===== config.mk =====
export PLATFORM = sky130hd
export DESIGN_NAME = tidc_cell
export DESIGN_NICKNAME = d
export VERILOG_FILES = /design/src/hdl/tidc_pkg.sv /design/src/hdl/tidc_cell.sv
export SDC_FILE = /design/constraint.sdc
export NUM_CORES = 1
export LEC_CHECK = 0
export BUFFER_PORTS_ARGS = -buffer_cell sky130_fd_sc_hd__buf_2
export CAP_MARGIN = 20
export CORE_AREA = 2 2 115 117
export CTS_BUF_LIST = sky130_fd_sc_hd__clkbuf_4 sky130_fd_sc_hd__clkbuf_8
export DETAILED_ROUTE_END_ITERATION = 8
export DIE_AREA = 0 0 117 119
export HOLD_SLACK_MARGIN = 0.15
export PLACE_DENSITY = 0.79
export RECOVER_POWER = 25
export SETUP_SLACK_MARGIN = 0.02
export SYNTH_ARGS = -nofsm -noshare
export SYNTH_HDL_FRONTEND = slang
export SYNTH_SLANG_ARGS = --single-unit

===== constraint.sdc =====
create_clock -name clk_i -period 5.5 [get_ports clk_i]
set_clock_uncertainty 0.2 [all_clocks]
set_input_delay 1.375 -clock clk_i [delete_from_list [all_inputs] [get_ports clk_i]]
set_output_delay 1.375 -clock clk_i [all_outputs]
set_load 0.1 [all_outputs]

===== src/hdl/tidc_pkg.sv =====
`timescale 1ns / 1ps

package tidc_pkg;

  localparam int unsigned MaxCapacity = 64;
  localparam int unsigned TagW        = 96;

  localparam logic [1:0] KIND_REPORT = 2'd0;
  localparam logic [1:0] KIND_ARM    = 2'd1;
  localparam logic [1:0] KIND_FETCH  = 2'd2;

  localparam logic [1:0] CODE_ACK   = 2'd0;
  localparam logic [1:0] CODE_ENTRY = 2'd1;
  localparam logic [1:0] CODE_EMPTY = 2'd2;

  typedef logic [TagW-1:0] tag_t;

  typedef struct packed {
    logic [1:0]  kind;
    logic [31:0] tag_high;
    logic [63:0] tag_low;
  } req_t;

  typedef struct packed {
    logic [1:0]  code;
    logic [31:0] out_high;
    logic [63:0] out_low;
    logic        last;
  } res_t;

  typedef struct packed {
    logic cmp;
    logic ins;
    logic shift;
  } cell_ctrl_t;

  typedef enum logic [1:0] {
    ST_IDLE,
    ST_INS,
    ST_DUMP
  } state_e;

endpackage


===== src/hdl/tidc_cell.sv =====
`timescale 1ns / 1ps

module tidc_cell (
  input  logic                clk_i,
  input  logic                rst_ni,
  input  tidc_pkg::cell_ctrl_t ctrl_i,
  input  tidc_pkg::tag_t      tag_i,
  input  logic                prev_valid_i,
  input  logic                next_valid_i,
  input  tidc_pkg::tag_t      next_tag_i,
  output logic                valid_o,
  output tidc_pkg::tag_t      tag_o,
  output logic                hit_o
);

  logic           valid_q, valid_d;
  logic           hit_q, hit_d;
  tidc_pkg::tag_t tag_q, tag_d;
  logic           take_w;

  // first free cell of the chain takes the new tag
  assign take_w = ctrl_i.ins && prev_valid_i && !valid_q;

  always_comb begin
    valid_d = valid_q;
    tag_d   = tag_q;
    hit_d   = hit_q;
    if (ctrl_i.shift) begin
      valid_d = next_valid_i;
      tag_d   = next_tag_i;
    end else if (take_w) begin
      valid_d = 1'b1;
      tag_d   = tag_i;
    end
    if (ctrl_i.cmp) begin
      hit_d = valid_q && (tag_q == tag_i);
    end
  end

  always_ff @(posedge clk_i or negedge rst_ni) begin
    if (!rst_ni) begin
      valid_q <= 1'b0;
      hit_q   <= 1'b0;
    end else begin
      valid_q <= valid_d;
      hit_q   <= hit_d;
    end
  end

  always_ff @(posedge clk_i) begin
    tag_q <= tag_d;
  end

  assign valid_o = valid_q;
  assign tag_o   = tag_q;
  assign hit_o   = hit_q;

endmodule

**Yosys cells after proc, flatten, opt, wreduce, memory -nomap -nowiden**

Index checks and enable logic that the tools add are counted.
W data, S select, Z words.

- Register bits after elaboration: 98
- Input bits: 199
- Word-level logic and storage cells: 13
- Output and inout bits: 98

- Muxes and demuxes: 4
- Equal/unequal tests: 1
- Reduce and logical (&&, ||, !) cells: 5

Operators by type and width:

| operator | number |
|---|---|
| $mux W96 | 2 |
| $eq A96 B96 Y1 | 1 |
| $logic_and A1 B1 Y1 | 3 |
| $mux W1 | 2 |
| $reduce_bool A2 Y1 | 1 |
| $logic_not A1 Y1 | 1 |

**Logic depth before layout (Yosys ltp)**

- Depth after elaboration: 4
- Depth in mapped cells: 6
- Depth with buffers taken out: 6

**Least setup slack after synthesis**

No wires, ideal clock.

- Path type: in2reg
- From: in ctrl_i[1] (netlist bit)
- To: reg tag_q[0] (netlist: tag_o[0]), enable pin
- Data arrival time: 5.886 ns
- Stages on the path: 2
- Required time: 4.728 ns
- Buffers on the path: 0
- Path slack: -1.158 ns
- Setup time: 0.572 ns
- Cell sequence: nand2_1 > o21bai_1

- Word-level cells in the longest chain between the ends: 3

RTL lines:

| item | line | source |
|---|---|---|
| start, declared | tidc_cell.sv:6 | `input tidc_pkg::cell_ctrl_t ctrl_i,` |
| $logic_and A1 B1 Y1 (2 in a row) | tidc_cell.sv:22 | `assign take_w = ctrl_i.ins && prev_valid_i && !valid_q;` |
| $reduce_bool A2 Y1 (no source line) | -- |  |
| end signal, assigned | tidc_cell.sv:51 | `tag_q <= tag_d;` |
| end, declared | tidc_cell.sv:18 | `tidc_pkg::tag_t tag_q, tag_d;` |

No other way between the ends.
A chain may end at the register's enable or synchronous reset.

**Worst setup path after layout**

- From: in ctrl_i[0] (netlist bit)
- To: reg tag_q[56] (netlist: tag_o[56]), enable pin

- Word-level cells in the longest chain between the ends: 1

RTL lines:

| item |
|---|
| $reduce_bool A2 Y1 (no source line) |

No other way between the ends.

==> run summary <==
Classification of the worst-slack hold path: reg2reg. Count of warnings emitted by yosys: 0. For the wire length of the first global-routing pass, the log shows 22,500 um.

The number of antenna violations at the first check in global routing was 1; the synthesized area divided by synthesized cell count was 13.0 um2. Worst setup path startpoint: ctrl_i[0]. The tools report the global placement routability congestion as 0.893. The first-pass detailed-route iteration total was 5. After detailed routing, the number of remaining DRC violations is 0.

The cell area after placement was 0.00695 mm2. After technology mapping, the gate count stands at 406. The number of instances resized during post-cts repair was 0; the compound-gate portion of the synthesized area was 7.23%.

The buffer and inverter count on the worst path is 2, and the number of enable-type register cells in the synthesized netlist is 96. The final core area utilization was 55.4%. In the synthesized netlist the dominant register cell turns out to be sky130_fd_sc_hd__edfxtp_1. Effective utilization at floorplan: 40.9%.

Dividing total power by cell area gives a power density of 308 mW/mm2. The fraction of synthesized cell area in xor and xnor cells came out at 9.82%. The worst register-to-register path ends at tag_o[56]. The final routed wirelength across all metal layers is 15,400 um, and the TritonCTS sink count is 98.

The post-synthesis instance area came out at 0.00526 mm2. Max-cap violations in this run came to 0. Combinational family with the most area after synthesis: multiplexers. Using the TritonRoute via totals, the vias-per-cell ratio works out to 5.07. Data arrives at the worst endpoint at 3.13 ns. In this run the remaining antenna-violating nets after routing total 0.

The sequential cell area fraction in the yosys report was 55.7%; the top-level I/O count was 297. The area growth from synthesis to layout is 35.5%, and the time the final worst path needs with I/O delays and setup is 3.33 ns. The largest fanout of any net on the critical path came out at 47. After detailed routing, the average wire length per cell comes to 17.4 um. At the later pin of the worst-skew pair, clock insertion delay measures 0.37 ns. Measured along the x axis, the die boundary spans 117 um. After floorplanning, the core was sized to cover 0.0129 mm2. The instance count along the most critical hold path was 1; the portion of the clock cycle consumed by the worst path in the final layout was 60.5%.

TritonCTS built the clock tree. The final hold violation count came out at 0. Of the cells placed in the final design, the portion with a size suffix greater than 1 is 50.0%. Setup repair after global routing left no endpoint under its margin. Slowest cell on the critical path: sky130_fd_sc_hd__buf_4. The hold buffer count at cts was 0; the flop and latch count out of synthesis was 98. The normalized max-slew margin was 18.8%.

The fraction of the mapped netlist area in adder cells works out to 0%. Yosys attributes the largest share of cell area to sky130_fd_sc_hd__edfxtp_1, sky130_fd_sc_hd__mux2_2, sky130_fd_sc_hd__xor2_1, sky130_fd_sc_hd__mux2_1, sky130_fd_sc_hd__inv_1. The cell sitting at the root of the clock tree is a sky130_fd_sc_hd__clkbuf_8. The run gives 4,510 as the via count of the first global-routing pass. Across the VDD grid, the largest voltage drop is 0.126 mV. The clock tree synthesis step divided the H-tree into 3 levels. The run gives 5.30 ns as the required time of the critical path. Summed over all failing endpoints, the final setup total negative slack is 0 ns. The port buffer count was 296. The critical path's most frequent cell is sky130_fd_sc_hd__buf_4. In this run the static leakage power is 3.15 nW. The capturing instance or port of the critical path was tag_o[56]. Counting along the longest clock path gives a buffer depth of 2. The class of the most critical setup path was in2reg. The logs give 0.00713 mm2 for the final standard cell area without fillers and 0 for the total overflow reported by the global router. The run gives 4,488 as the number of vias in the routed layout. The reg-to-reg critical path startpoint is valid_o. For the number of slew-limit violations in the final report, the log shows 0. At the pin with the least slew margin, the transition time is 1.22 ns. Estimated wirelength of the detail-placed design: 12,100 um. The clock transition time at the flip-flop clock pins of the worst setup and hold paths came out at 0.09 ns. The worst setup path is launched from an input pin. Path depth of the worst reg2reg path: 2. Counting the buffers created by CTS gives 9. The power consumption was 0.00219 W. The run gives 0.0139 mm2 as the die outline area. The total routing resource utilization after global routing is 21.3%, and the stage delay of the slowest cell on the critical path is 0.65 ns. The flow ran to the end, and the final reports show no timing, DRC or antenna violations. Of the post-synthesis cell area, the part taken by muxes is 16.3%. The height of the die came out at 119 um.

The highest clock frequency the design can meet came out at 300 MHz. STA classifies the critical path endpoint as a flip-flop. The flop-to-flop setup slack was 2.95 ns. The family with the most delay on the worst path was buffers and inverters. Setup violations remaining at the end of the flow were counted as 0.

For the pin count of the biggest net entering global routing, the log shows 73. The signal on the critical path passes through buf_4 > o21bai_1 > buf_4. The distinct cell type count after synthesis was 39; the proportion of register bits with asynchronous set or reset after synthesis was 2.04%. The cell type contributing the most total cell area after synthesis is sky130_fd_sc_hd__edfxtp_1.

The detailed router finished its first iteration with 280 violations. For the count of standard-cell rows, the log shows 42. The net count of the finished layout is 902. The number of nets produced by synthesis is 605. The critical path runs through a total of 3 cells. The share of the synthesized area in the top cell type works out to 54.8%. Summing the areas of all and, or, nand and nor instances in the mapped netlist gives 7.16% of the synthesized area. In this run the post-CTS setup repair buffer count came out at 0.
==> final cells by class <==
type,count,area (um2)
fillers,1108,5740
diodes,1,2.50
clock inverters,6,81.3
multi-input cells,255,2130
flip-flops and latches,98,2930
clock buffers,10,131
well taps,176,220
repair buffers,299,1480
inverters,40,150
==> report_power, final <==
part / total [W] / internal (W) / switching, W
registers: 0.000939 / 0.000897 / 0.0000423
logic: 0.000746 / 0.000173 / 0.000573
clock network: 0.000508 / 0.000259 / 0.000250
==> registers in the layout, summed over array words and instances, names as in the netlist <==
signal	count
valid_o	1
tag_o	96
hit_o	1
==> cells in the mapped netlist (all sizes together) (2+ instances only) <==
cell type  instances
o22ai             13
dfrtp              2
mux2              76
buf                2
a221oi             5
nand2             22
nand4              9
nor2b              4
o2bb2ai            2
o2111ai            2
o21ai             20
nor3               5
edfxtp            96
xnor2             12
clkbuf            11
inv               36
nand2b             6
a22o               5
nor2               2
clkinv             4
nor4              14
a22oi              4
xor2              47
==> logic make-up (layout without fill, tap and decap cells) <==
family                    count (synthesis)  after routing
DFF                                      98             98
buffers and inverters                    53            355
other                                     0              1
muxes                                    76             76
and+or+nand+nor                          64             64
AOI/OAI and AO/OA                        56             56
xor gates and xnor gates                 59             59
==> worst register-to-register path, stage by stage (launching register included) <==
cell	delay [ns]
sky130_fd_sc_hd__dfrtp_1	0.43
sky130_fd_sc_hd__o21bai_1	0.89
sky130_fd_sc_hd__buf_4	0.65
==> how the worst min path moves through the flow <==
stage                       start  endpoint  slack (ns)
after floorplan           valid_o   valid_o        0.85
after global placement      hit_o     hit_o        0.31
after detailed placement    hit_o     hit_o        0.32
after CTS                   hit_o     hit_o        0.34
after global routing        hit_o     hit_o        0.35
final                       hit_o     hit_o        0.34
==> cell usage in the layout, fill, tap and decap left out, types with 2 or more instances in the layout <==
master and n:
sky130_fd_sc_hd__edfxtp_1 96, sky130_fd_sc_hd__clkbuf_1 18, sky130_fd_sc_hd__nor2_1 2, sky130_fd_sc_hd__clkinv_2 2, sky130_fd_sc_hd__inv_1 32, sky130_fd_sc_hd__clkbuf_8 9
sky130_fd_sc_hd__nand2_1 22, sky130_fd_sc_hd__buf_4 4, sky130_fd_sc_hd__dfrtp_1 2, sky130_fd_sc_hd__nor2b_1 3, sky130_fd_sc_hd__clkinv_1 5, sky130_fd_sc_hd__mux2_2 49
sky130_fd_sc_hd__buf_2 277, sky130_fd_sc_hd__nor3_1 4, sky130_fd_sc_hd__xnor2_1 12, sky130_fd_sc_hd__o2bb2ai_1 2, sky130_fd_sc_hd__bufinv_16 2, sky130_fd_sc_hd__nand4_1 8
sky130_fd_sc_hd__o21ai_1 12, sky130_fd_sc_hd__nand2b_1 6, sky130_fd_sc_hd__nor4_1 12, sky130_fd_sc_hd__o2111ai_1 2, sky130_fd_sc_hd__xor2_1 47, sky130_fd_sc_hd__inv_2 4
sky130_fd_sc_hd__o21ai_0 8, sky130_fd_sc_hd__a221oi_1 5, sky130_fd_sc_hd__mux2_1 27, sky130_fd_sc_hd__a22oi_1 4, sky130_fd_sc_hd__a22o_1 5, sky130_fd_sc_hd__o22ai_1 13
==> per-stage QoR <==
step	instances	setup WS (ns)	hold slack (ns)
floorplan	406	0.897	0.846
global placement	868	2.03	0.311
detailed placement	868	1.98	0.316
CTS	884	2.40	0.337
global route	884	2.09	0.350
finish	885	2.17	0.344
==> routing by layer <==
| layer | vias up | share of wire (%) | global-route usage (%) |
|---|---|---|---|
| li1 | 2106 | - | - |
| met1 | 2101 | 40 | 26.1 |
| met2 | 249 | 50 | 36.1 |
| met3 | 32 | 7.3 | 4.22 |
| met4 | 0 | 2.6 | 9.04 |
| met5 | - | 0 | 0 |
Power figures use the tool's default switching activity.
